[src/sv/anrq_pkg.sv]
// ----------------------------------------------------------------------------
// anrq_pkg
// Shared types, codes and constants of the retransmit queue unit.
// ----------------------------------------------------------------------------
package anrq_pkg;

   localparam int QUEUE_SLOTS_DEF = 8;
   localparam int MSG_BYTES_DEF   = 40;
   localparam int RX_BUF_SIZE_DEF = 64;

   localparam logic [1:0] MODE_LOAD  = 2'd0;
   localparam logic [1:0] MODE_RX    = 2'd1;
   localparam logic [1:0] MODE_SEND  = 2'd2;
   localparam logic [1:0] MODE_CHECK = 2'd3;

   localparam logic [1:0] ST_ACKED   = 2'd0;
   localparam logic [1:0] ST_DROPPED = 2'd1;
   localparam logic [1:0] ST_PENDING = 2'd2;
   localparam logic [1:0] ST_NONE    = 2'd3;

   localparam logic [2:0] REG_ACK     = 3'd0;
   localparam logic [2:0] REG_NAK     = 3'd1;
   localparam logic [2:0] REG_TIMEOUT = 3'd2;
   localparam logic [2:0] REG_RETRY   = 3'd3;
   localparam logic [2:0] REG_SILENCE = 3'd4;

   localparam logic [7:0] ACK_RST     = 8'd6;
   localparam logic [7:0] NAK_RST     = 8'd21;
   localparam logic [7:0] TIMEOUT_RST = 8'd50;
   localparam logic [3:0] RETRY_RST   = 4'd4;
   localparam logic [3:0] SILENCE_RST = 4'd5;

   typedef enum logic [1:0] {
      FSM_IDLE,
      FSM_DECIDE,
      FSM_SEND,
      FSM_STATUS
   } fsm_state_type;

   // controller -> datapath
   typedef struct packed {
      logic capture;    // take the new item
      logic apply;      // commit the item's state update
      logic rd_first;   // read first byte of head message
      logic rd_next;    // emit byte, read next
      logic emit_stat;  // emit status item
   } ctrl_cmd_type;

   // datapath -> controller
   typedef struct packed {
      logic do_send;    // the item sends the head message
      logic last_tx;    // byte being emitted is the last
   } ctrl_stat_type;

endpackage

[src/sv/anrq_ctrl.sv]
// ----------------------------------------------------------------------------
// anrq_ctrl
// Sequencer: decide, stream the message bytes, then the status item.
// ----------------------------------------------------------------------------
module anrq_ctrl (
   input  logic                     clock,
   input  logic                     reset,
   input  logic                     start,
   output logic                     busy,
   output anrq_pkg::ctrl_cmd_type   cmd,
   input  anrq_pkg::ctrl_stat_type  stat
);

   anrq_pkg::fsm_state_type state_ff, state_in;

   always_ff @(posedge clock) begin
      if (reset) begin
         state_ff <= anrq_pkg::FSM_IDLE;
      end else begin
         state_ff <= state_in;
      end
   end

   always_comb begin
      state_in = state_ff;
      case (state_ff)
         anrq_pkg::FSM_IDLE: begin
            if (start) state_in = anrq_pkg::FSM_DECIDE;
         end
         anrq_pkg::FSM_DECIDE: begin
            state_in = stat.do_send ? anrq_pkg::FSM_SEND : anrq_pkg::FSM_STATUS;
         end
         anrq_pkg::FSM_SEND: begin
            if (stat.last_tx) state_in = anrq_pkg::FSM_STATUS;
         end
         anrq_pkg::FSM_STATUS: state_in = anrq_pkg::FSM_IDLE;
         default: state_in = anrq_pkg::FSM_IDLE;
      endcase
   end

   always_comb begin
      cmd  = '0;
      busy = 1'b1;
      case (state_ff)
         anrq_pkg::FSM_IDLE: begin
            busy        = 1'b0;
            cmd.capture = start;
         end
         anrq_pkg::FSM_DECIDE: begin
            cmd.apply    = 1'b1;
            cmd.rd_first = stat.do_send;
         end
         anrq_pkg::FSM_SEND:   cmd.rd_next   = 1'b1;
         anrq_pkg::FSM_STATUS: cmd.emit_stat = 1'b1;
         default: busy = 1'b1;
      endcase
   end

   a_one_cmd: assert property (@(posedge clock) disable iff (reset)
      $countones({cmd.apply, cmd.rd_next, cmd.emit_stat}) <= 1)
      else $error("more than one phase command");
   a_capture_idle: assert property (@(posedge clock) disable iff (reset)
      cmd.capture |=> state_ff == anrq_pkg::FSM_DECIDE)
      else $error("capture did not enter decide");
   a_send_ends: assert property (@(posedge clock) disable iff (reset)
      (state_ff == anrq_pkg::FSM_SEND && stat.last_tx) |=>
      state_ff == anrq_pkg::FSM_STATUS)
      else $error("send did not end in status");

endmodule

[src/sv/anrq_dp.sv]
// ----------------------------------------------------------------------------
// anrq_dp
// Datapath: queue state, message memory, counters and result drive.
// ----------------------------------------------------------------------------
module anrq_dp #(
   parameter int QUEUE_SLOTS = anrq_pkg::QUEUE_SLOTS_DEF,
   parameter int MSG_BYTES   = anrq_pkg::MSG_BYTES_DEF,
   parameter int RX_BUF_SIZE = anrq_pkg::RX_BUF_SIZE_DEF
) (
   input  logic                     clock,
   input  logic                     reset,
   input  anrq_pkg::ctrl_cmd_type   cmd,
   output anrq_pkg::ctrl_stat_type  stat,
   input  logic [1:0]               req_mode,
   input  logic [7:0]               req_data_byte,
   input  logic                     req_last_byte,
   input  logic                     csr_valid,
   input  logic [2:0]               csr_index,
   input  logic [7:0]               csr_data,
   output logic                     rsp_valid,
   output logic                     rsp_out_kind,
   output logic [7:0]               rsp_tx_byte,
   output logic                     rsp_last_result,
   output logic [1:0]               rsp_check_status,
   output logic                     rsp_link_enabled,
   output logic                     rsp_waiting_reply,
   output logic [7:0]               rsp_overflow_total,
   output logic [31:0]              rsp_ack_total,
   output logic [31:0]              rsp_nak_total,
   output logic [31:0]              rsp_other_total
);

   localparam int SW    = $clog2(QUEUE_SLOTS);
   localparam int LW    = $clog2(MSG_BYTES + 1);
   localparam int RW    = $clog2(RX_BUF_SIZE);
   localparam int DEPTH = QUEUE_SLOTS * MSG_BYTES;
   localparam int AW    = $clog2(DEPTH);
   localparam logic [LW-1:0] MSG_MAX  = LW'(MSG_BYTES);
   localparam logic [SW-1:0] SLOT_TOP = SW'(QUEUE_SLOTS - 1);
   localparam logic [RW:0]   RX_TOP   = (RW+1)'(RX_BUF_SIZE);

   logic [7:0] mem [DEPTH];
   logic [LW-1:0] slot_len_ff [QUEUE_SLOTS];
   logic [QUEUE_SLOTS-1:0] slot_valid_ff;

   logic [7:0] ack_code_ff, nak_code_ff, timeout_ticks_ff;
   logic [3:0] retry_limit_ff, silence_limit_ff;

   logic [1:0] mode_ff;
   logic [7:0] data_ff;
   logic       last_ff;

   logic [SW-1:0] wslot_ff, rslot_ff;
   logic [LW-1:0] load_idx_ff, tx_idx_ff, tx_len_ff;
   logic          discard_ff;
   logic [RW-1:0] rx_count_ff;
   logic [7:0]    rx_first_ff;
   logic          awaiting_ff, link_ff;
   logic [7:0]    tleft_ff;
   logic [3:0]    bad_ff, sil_ff, silmsg_ff;
   logic [31:0]   ackc_ff, nakc_ff, othc_ff;
   logic [7:0]    ovf_ff;
   logic [1:0]    status_ff;
   logic [7:0]    rd_data_ff;
   logic [AW-1:0] rd_addr;

   // Decision for the captured item, from registered state only.
   logic       wfull, send_now, free_now, disable_now, tick_down;
   logic [1:0] status_in;
   logic [3:0] bad_inc, sil_inc;
   logic       is_ack, is_nak, one_reply;

   always_comb begin
      bad_inc     = (bad_ff == 4'd15) ? 4'd15 : bad_ff + 4'd1;
      sil_inc     = (sil_ff == 4'd15) ? 4'd15 : sil_ff + 4'd1;
      one_reply   = (rx_count_ff == RW'(1));
      is_ack      = (rx_first_ff == ack_code_ff);
      is_nak      = (rx_first_ff == nak_code_ff);
      wfull       = slot_valid_ff[wslot_ff];
      send_now    = 1'b0;
      free_now    = 1'b0;
      disable_now = 1'b0;
      tick_down   = 1'b0;
      status_in   = anrq_pkg::ST_NONE;
      if (mode_ff == anrq_pkg::MODE_SEND) begin
         send_now = link_ff && slot_valid_ff[rslot_ff];
      end else if (mode_ff == anrq_pkg::MODE_CHECK && awaiting_ff) begin
         status_in = anrq_pkg::ST_PENDING;
         if (one_reply) begin
            if (is_ack) begin
               free_now  = 1'b1;
               status_in = anrq_pkg::ST_ACKED;
            end else if (bad_inc < retry_limit_ff) begin
               send_now = slot_valid_ff[rslot_ff];
            end else begin
               free_now  = 1'b1;
               status_in = anrq_pkg::ST_DROPPED;
            end
         end else if (silmsg_ff > silence_limit_ff) begin
            disable_now = 1'b1;
         end else if (tleft_ff != 8'd0) begin
            tick_down = 1'b1;
         end else if (sil_inc < retry_limit_ff) begin
            send_now = slot_valid_ff[rslot_ff];
         end else begin
            free_now  = 1'b1;
            status_in = anrq_pkg::ST_DROPPED;
         end
      end
   end

   assign stat.do_send = send_now;
   assign stat.last_tx = (tx_idx_ff == tx_len_ff);

   assign rd_addr = cmd.rd_first ? AW'(rslot_ff * MSG_BYTES)
                                 : AW'(rslot_ff * MSG_BYTES + tx_idx_ff);

   // Message memory: one write port for loads, one registered read port.
   always_ff @(posedge clock) begin
      if (cmd.apply && mode_ff == anrq_pkg::MODE_LOAD && !discard_ff &&
          !(load_idx_ff == '0 && wfull) && load_idx_ff < MSG_MAX) begin
         mem[AW'(wslot_ff * MSG_BYTES + load_idx_ff)] <= data_ff;
      end
      if (cmd.rd_first || (cmd.rd_next && !stat.last_tx)) begin
         rd_data_ff <= mem[rd_addr];
      end
   end

   always_ff @(posedge clock) begin
      if (cmd.capture) begin
         mode_ff <= req_mode;
         data_ff <= req_data_byte;
         last_ff <= req_last_byte;
      end
      if (cmd.apply) status_ff <= status_in;
      if (cmd.apply && mode_ff == anrq_pkg::MODE_LOAD && !discard_ff &&
          !(load_idx_ff == '0 && wfull) && last_ff) begin
         slot_len_ff[wslot_ff] <= (load_idx_ff < MSG_MAX) ? load_idx_ff + LW'(1)
                                                          : load_idx_ff;
      end
      if (cmd.rd_first) begin
         tx_len_ff <= slot_len_ff[rslot_ff];
         tx_idx_ff <= LW'(1);
      end else if (cmd.rd_next) begin
         tx_idx_ff <= tx_idx_ff + LW'(1);
      end
   end

   always_ff @(posedge clock) begin
      if (reset) begin
         ack_code_ff      <= anrq_pkg::ACK_RST;
         nak_code_ff      <= anrq_pkg::NAK_RST;
         timeout_ticks_ff <= anrq_pkg::TIMEOUT_RST;
         retry_limit_ff   <= anrq_pkg::RETRY_RST;
         silence_limit_ff <= anrq_pkg::SILENCE_RST;
      end else if (csr_valid) begin
         case (csr_index)
            anrq_pkg::REG_ACK:     ack_code_ff      <= csr_data;
            anrq_pkg::REG_NAK:     nak_code_ff      <= csr_data;
            anrq_pkg::REG_TIMEOUT: timeout_ticks_ff <= csr_data;
            anrq_pkg::REG_RETRY:   retry_limit_ff   <= csr_data[3:0];
            anrq_pkg::REG_SILENCE: silence_limit_ff <= csr_data[3:0];
            default: ;
         endcase
      end
   end

   always_ff @(posedge clock) begin
      if (reset) begin
         slot_valid_ff <= '0;
         wslot_ff      <= '0;
         rslot_ff      <= '0;
         load_idx_ff   <= '0;
         discard_ff    <= 1'b0;
         rx_count_ff   <= '0;
         rx_first_ff   <= '0;
         awaiting_ff   <= 1'b0;
         link_ff       <= 1'b1;
         tleft_ff      <= '0;
         bad_ff        <= '0;
         sil_ff        <= '0;
         silmsg_ff     <= '0;
         ackc_ff       <= '0;
         nakc_ff       <= '0;
         othc_ff       <= '0;
         ovf_ff        <= '0;
      end else if (cmd.apply) begin
         case (mode_ff)
            anrq_pkg::MODE_LOAD: begin
               if (discard_ff || (load_idx_ff == '0 && wfull)) begin
                  if (!discard_ff) ovf_ff <= ovf_ff + 8'd1;
                  discard_ff <= !last_ff;
               end else if (last_ff) begin
                  slot_valid_ff[wslot_ff] <= 1'b1;
                  wslot_ff    <= (wslot_ff == SLOT_TOP) ? '0 : wslot_ff + SW'(1);
                  load_idx_ff <= '0;
               end else if (load_idx_ff < MSG_MAX) begin
                  load_idx_ff <= load_idx_ff + LW'(1);
               end
            end
            anrq_pkg::MODE_RX: begin
               if (rx_count_ff == '0) rx_first_ff <= data_ff;
               rx_count_ff <= (({1'b0, rx_count_ff} + (RW+1)'(1)) >= RX_TOP)
                  ? '0 : rx_count_ff + RW'(1);
            end
            default: begin
               if (mode_ff == anrq_pkg::MODE_CHECK && awaiting_ff) begin
                  if (one_reply) begin
                     silmsg_ff <= '0;
                     if (is_ack) ackc_ff <= ackc_ff + 32'd1;
                     else if (is_nak) nakc_ff <= nakc_ff + 32'd1;
                     else othc_ff <= othc_ff + 32'd1;
                     if (!is_ack) bad_ff <= bad_inc;
                  end else if (!disable_now && !tick_down) begin
                     sil_ff <= sil_inc;
                     if (free_now) silmsg_ff <= (silmsg_ff == 4'd15) ? 4'd15
                                                                     : silmsg_ff + 4'd1;
                  end
               end
               if (disable_now) begin
                  link_ff     <= 1'b0;
                  awaiting_ff <= 1'b0;
               end
               if (tick_down) tleft_ff <= tleft_ff - 8'd1;
               if (send_now) begin
                  rx_count_ff <= '0;
                  rx_first_ff <= '0;
                  awaiting_ff <= 1'b1;
                  tleft_ff    <= timeout_ticks_ff;
               end
               if (free_now) begin
                  slot_valid_ff[rslot_ff] <= 1'b0;
                  rslot_ff    <= (rslot_ff == SLOT_TOP) ? '0 : rslot_ff + SW'(1);
                  bad_ff      <= '0;
                  sil_ff      <= '0;
                  awaiting_ff <= 1'b0;
               end
            end
         endcase
      end
   end

   // Zero-length messages are sent as status only: len 0 makes last_tx
   // never fire before the first byte, so guard via tx_len.
   logic tx_phase_ff;
   always_ff @(posedge clock) begin
      if (reset) tx_phase_ff <= 1'b0;
      else tx_phase_ff <= cmd.rd_first || (cmd.rd_next && !stat.last_tx);
   end

   assign rsp_valid          = (tx_phase_ff && tx_len_ff != '0) || cmd.emit_stat;
   assign rsp_out_kind       = cmd.emit_stat;
   assign rsp_tx_byte        = cmd.emit_stat ? 8'd0 : rd_data_ff;
   assign rsp_last_result    = cmd.emit_stat;
   assign rsp_check_status   = cmd.emit_stat ? status_ff : anrq_pkg::ST_NONE;
   assign rsp_link_enabled   = link_ff;
   assign rsp_waiting_reply  = awaiting_ff;
   assign rsp_overflow_total = ovf_ff;
   assign rsp_ack_total      = ackc_ff;
   assign rsp_nak_total      = nakc_ff;
   assign rsp_other_total    = othc_ff;

   a_free_clears: assert property (@(posedge clock) disable iff (reset)
      (cmd.apply && free_now) |=> !awaiting_ff)
      else $error("freed slot still awaiting");
   a_send_arms: assert property (@(posedge clock) disable iff (reset)
      (cmd.apply && send_now) |=> awaiting_ff)
      else $error("send did not arm wait");
   a_link_off: assert property (@(posedge clock) disable iff (reset)
      !link_ff |=> !link_ff)
      else $error("link came back on");

endmodule

[src/sv/ack_nak_retransmit_queue_unit.sv]
// ----------------------------------------------------------------------------
// ack_nak_retransmit_queue_unit
// Stop-and-wait sender over a ring of message slots.
// ----------------------------------------------------------------------------
// Use: raise start with req_mode/req_data_byte/req_last_byte while busy is
// low; the item is taken on that edge and busy rises until it is done.
// Every item yields zero or more message byte items (rsp_out_kind 0)
// then one status item (rsp_out_kind 1, rsp_last_result 1), each shown for
// exactly one cycle with rsp_valid high. The receiver cannot stall.
// An item without transmission passes through capture, decide and status;
// a send streams its message between decide and status, one byte per cycle
// through the registered read port of the message memory.
// Configuration: write csr_index/csr_data with csr_valid; csr_ready is
// always high. Write only while busy is low.
// Reset: queue empty, link enabled, counters zero, registers to defaults.
// The message memory is not cleared; unwritten bytes are never sent.
module ack_nak_retransmit_queue_unit #(
   parameter int QUEUE_SLOTS = anrq_pkg::QUEUE_SLOTS_DEF,
   parameter int MSG_BYTES   = anrq_pkg::MSG_BYTES_DEF,
   parameter int RX_BUF_SIZE = anrq_pkg::RX_BUF_SIZE_DEF
) (
   input  logic        clock,
   input  logic        reset,
   input  logic        start,
   output logic        busy,
   input  logic [1:0]  req_mode,
   input  logic [7:0]  req_data_byte,
   input  logic        req_last_byte,
   input  logic        csr_valid,
   output logic        csr_ready,
   input  logic [2:0]  csr_index,
   input  logic [7:0]  csr_data,
   output logic        rsp_valid,
   output logic        rsp_out_kind,
   output logic [7:0]  rsp_tx_byte,
   output logic        rsp_last_result,
   output logic [1:0]  rsp_check_status,
   output logic        rsp_link_enabled,
   output logic        rsp_waiting_reply,
   output logic [7:0]  rsp_overflow_total,
   output logic [31:0] rsp_ack_total,
   output logic [31:0] rsp_nak_total,
   output logic [31:0] rsp_other_total
);

   anrq_pkg::ctrl_cmd_type  cmd;
   anrq_pkg::ctrl_stat_type stat;

   assign csr_ready = 1'b1;

   // Sequence each item through decide, byte stream and status.
   anrq_ctrl u_ctrl (
      .clock (clock),
      .reset (reset),
      .start (start),
      .busy  (busy),
      .cmd   (cmd),
      .stat  (stat)
   );

   // Hold queue state and drive the result ports.
   anrq_dp #(
      .QUEUE_SLOTS (QUEUE_SLOTS),
      .MSG_BYTES   (MSG_BYTES),
      .RX_BUF_SIZE (RX_BUF_SIZE)
   ) u_dp (
      .clock              (clock),
      .reset              (reset),
      .cmd                (cmd),
      .stat               (stat),
      .req_mode           (req_mode),
      .req_data_byte      (req_data_byte),
      .req_last_byte      (req_last_byte),
      .csr_valid          (csr_valid),
      .csr_index          (csr_index),
      .csr_data           (csr_data),
      .rsp_valid          (rsp_valid),
      .rsp_out_kind       (rsp_out_kind),
      .rsp_tx_byte        (rsp_tx_byte),
      .rsp_last_result    (rsp_last_result),
      .rsp_check_status   (rsp_check_status),
      .rsp_link_enabled   (rsp_link_enabled),
      .rsp_waiting_reply  (rsp_waiting_reply),
      .rsp_overflow_total (rsp_overflow_total),
      .rsp_ack_total      (rsp_ack_total),
      .rsp_nak_total      (rsp_nak_total),
      .rsp_other_total    (rsp_other_total)
   );

endmodule

[config.mk]
export PLATFORM = sky130hd
export DESIGN_NAME = ack_nak_retransmit_queue_unit
export DESIGN_NICKNAME = d
export VERILOG_FILES = /design/src/sv/anrq_pkg.sv /design/src/sv/anrq_ctrl.sv /design/src/sv/anrq_dp.sv /design/src/sv/ack_nak_retransmit_queue_unit.sv
export SDC_FILE = /design/constraint.sdc
export NUM_CORES = 2
export LEC_CHECK = 0
export BUFFER_PORTS_ARGS = -buffer_cell sky130_fd_sc_hd__buf_2
export CAP_MARGIN = 0
export CELL_PAD_IN_SITES_DETAIL_PLACEMENT = 0
export CELL_PAD_IN_SITES_GLOBAL_PLACEMENT = 1
export CORE_ASPECT_RATIO = 0.6
export CORE_MARGIN = 5
export CORE_UTILIZATION = 35
export CTS_BUF_LIST = sky130_fd_sc_hd__clkbuf_8
export CTS_CLUSTER_DIAMETER = 50
export CTS_CLUSTER_SIZE = 20
export DETAILED_ROUTE_END_ITERATION = 12
export PLACE_DENSITY = 0.6
export SKIP_LAST_GASP = 1
export SLEW_MARGIN = 20
export SYNTH_ARGS = -nofsm -noshare
export SYNTH_HDL_FRONTEND = slang
export SYNTH_SLANG_ARGS = --single-unit
export TNS_END_PERCENT = 20
[constraint.sdc]
create_clock -name clock -period 4.95 [get_ports clock]
set_input_delay 0.99 -clock clock [delete_from_list [all_inputs] [get_ports clock]]
set_output_delay 0.99 -clock clock [all_outputs]
set_load 0.02 [all_outputs]
==> impl_metrics.json <==
{
  "status": "finished, violations left",
  "violations": "negative setup slack",
  "slew_headroom_pct": 12.4,
  "critical_path_required_ns": 5.81,
  "hold_violations": 0,
  "ff2ff_path_depth": 20,
  "finClkSkew_ns": 0.106,
  "worstMarginPinSlew_ns": 1.31,
  "worstSetupStartpointType": "register",
  "vias_per_cell": 5.95,
  "syn_area_sq_um": 115000,
  "path_clk_slew_ns": 0.14,
  "drtIter0Drc": 14300,
  "synth_edf_count": 2635,
  "synth-async-reset-ratio_pct": 0,
  "dp_hpwl_microns": 327000,
  "fin_cells": 13900,
  "antenna_found_initial": 43,
  "final_nets": 9491,
  "grt_overflow": 0,
  "cts_max_level": 4,
  "ys_types": 93,
  "crit_arrival_ns": 6.05,
  "vias": 82700,
  "ios": 147,
  "portBuffers": 145,
  "setup_viol": 8,
  "cts_tree": "yes",
  "syn_to_final_growth_pct": 19.5,
  "wl_microns": 484000,
  "chipWidth_microns": 749,
  "synth_area_leaders": "edfxtp_1 (69%), mux2i_1 (3.9%), dfxtp_1 (3.5%)",
  "leakagePower_nw": 47.1,
  "max_freq_ghz": 0.193,
  "avgSynthCellArea_sq_um": 14.0,
  "crit_type": "register to register",
  "row_count": 162,
  "drv_cap": 0,
  "hold_path.class": "input pin to register",
  "drv_slew": 0,
  "hold_path_depth": 1,
  "period_minus_slack_ns": 5.19,
  "syn_inst": 8197,
  "ys_ff_latch": 2837,
  "drive_gt1_share_pct": 23.0,
  "dieArea_sq_um": 339000,
  "core-area_sq_um": 325000,
  "initial_core_util_pct": 35.2,
  "yosys.area.top_type": "edfxtp_1",
  "powerDensity_nw_per_um2": 549,
  "cts_sinks": 2837,
  "synth_top_area_share_pct": 69.1,
  "drtAntennaViolNets": 0,
  "rsz0062_at_grt": "yes",
  "utilization_pct": 42.1,
  "grt_pass1_wl_microns": 650000,
  "insertion_delay_ns": 1.08,
  "grt_start_max_net_pins": 187,
  "dp_cells": 13500,
  "wire_per_inst_microns": 34.8,
  "grt_pass1_vias": 75500,
  "synth-seq-area-share_pct": 72.6,
  "crit_path_max_fanout": 6,
  "tns_ns": -1.12,
  "first_pass_iters": 9,
  "timing.final.crit_share_pct": 105,
  "worst_slack_ns": -0.244,
  "gp_congestion": 0.978,
  "track_usage_pct": 27.5,
  "die_y_microns": 453,
  "power_mw": 75.1,
  "ys.flop_type": "edfxtp_1",
  "ir_drop_v": 0.000397,
  "drc": 0,
  "crit_path_end_kind": "register",
  "root_buffer": "clkbuf_8",
  "yosysWarnings": 0,
  "cts_buffers": 192,
  "r2r_slack_ns": -0.24,
  "syn_nets": 8272,
  "clk_path_buf_depth": 4
}
registers in the layout, indices dropped and copies added (netlist names), 6 cells and up:
signal and cells:
u_dp.ack_code_ff 8, u_dp.data_ff 8, u_dp.load_idx_ff 6, u_dp.mem 2560, u_dp.nak_code_ff 8, u_dp.rd_data_ff 8, u_dp.rsp_ack_total 32, u_dp.rsp_nak_total 32
u_dp.rsp_other_total 32, u_dp.rsp_overflow_total 8, u_dp.rx_count_ff 6, u_dp.rx_first_ff 8, u_dp.slot_len_ff 48, u_dp.slot_valid_ff 8, u_dp.timeout_ticks_ff 8, u_dp.tleft_ff 8
u_dp.tx_idx_ff 6, u_dp.tx_len_ff 6
kinds of logic after synthesis:
logic type,after synthesis,share of synthesized area (%)
DFF,2837,72.6
xor gates and xnor gates,124,0.948
other,1,0.00327
muxes,562,5.26
AOI/OAI and AO/OA,1680,9.64
buffers and inverters,594,2.20
adders and majority gates,49,0.548
and+or+nand+nor,2350,8.81
cell usage after synthesis (all sizes together), types with 23 or more instances:
master     n
a211oi    64
a21o      25
a21oi    470
a221oi    37
a22oi     36
a31oi     78
and3      52
buf      269
clkbuf   276
dfxtp    202
edfxtp  2635
ha        47
inv       48
mux2      90
mux2i    449
mux4      23
nand2    924
nand3    209
nand4     63
nor2     774
nor2b     24
nor3     132
nor4      43
o211ai    90
o21ai    312
o221ai   156
o22ai    153
or3       42
xnor2     34
xor2      90
metrics by stage:
stage | cell area [sq um] | hold slack [ns] | worst slack [ns]
after floorplan | 115000 | 0.435 | 0.000190
after global placement | 131000 | 0.456 | -1.47
after detailed placement | 131000 | 0.462 | -1.20
after CTS | 136000 | 0.0323 | -0.0904
after global routing | 137000 | 0.0540 | -0.282
final | 137000 | 0.108 | -0.244
final cells by class:
cell class,instances,area (sq um)
antenna,24,60.1
clock buffer,198,2730
clock inverter,102,1070
fill,29900,188000
inverter,49,194
multi-input combinational,4766,30100
sequential,2837,83200
tap,4346,5440
timing repair buffer,1570,14100
critical path, cell delays in order (launching register included):
cell,delay (ns)
dfxtp_4,0.37
ha_4,0.22
nand2b_1,0.16
ha_1,0.20
or3_4,0.40
nor3_4,0.20
o21ai_4,0.11
o32ai_4,0.31
buf_12,0.17
buf_12,0.10
o21ai_4,0.07
buf_8,0.15
mux2i_4,0.23
buf_12,0.17
buf_4,0.22
o21ai_0,0.34
a211oi_2,0.52
buf_4,0.21
o22ai_1,0.18
a21o_1,0.31
a311o_1,0.34
placed cells by master, fill, tap and decap left out, drive strengths merged, types with 19 or more instances in the layout:
master,netlist,routed
o32ai,21,21
o21ai,312,312
nand4,63,63
a21oi,470,470
o221ai,156,156
nor2,774,774
or3,42,42
o22ai,153,153
clkbuf,276,201
a211oi,64,64
nor3,132,132
clkinv,1,33
nand2b,21,21
a31oi,78,78
and3,52,52
diode,0,24
inv,48,90
dfxtp,202,202
mux4,23,23
buf,269,1563
a22oi,36,36
edfxtp,2635,2635
xnor2,34,34
xor2,90,90
nor4,43,43
mux2i,449,449
a21o,25,25
a221oi,37,37
nor2b,24,24
o211ai,90,90
mux2,90,90
nand2,924,924
ha,47,47
nand3,209,209
a32oi,19,19
o31ai,19,19
what timing repair did:
item,4_1_cts,5_1_grt
gates resized for setup,150,125
pin swaps,46,45
hold buffers,0,0
endpoints found under the setup margin,8,8
gates cloned,6,3
buffers inserted,60,22
final timing paths:
check,start,end
worst max-delay path,u_dp.sil_ff[0],u_dp.rd_data_ff[0]
worst min-delay path,req_mode[1],u_dp.mode_ff[1]
worst max register to register,u_dp.sil_ff[0],u_dp.rd_data_ff[0]
worst min register to register,u_dp.nak_code_ff[7],u_dp.nak_code_ff[7]
layer usage:
layer  global-route usage (%)  share of wire, %  vias up
li1                         -                 -    33700
met1                     42.3                44    42500
met2                     34.3                37     5900
met3                     12.3                16      643
met4                     6.71               2.6       14
met5                        0             0.023        -
power by group:
group          switching (mW)  internal, mW  total, mW  leakage, nW
combinational            23.0          11.7       34.7         19.8
clock                    8.31          4.57       12.9         1.96
sequential              0.264          27.3       27.5         25.3
No activity file was read; power rests on OpenSTA's default activity.
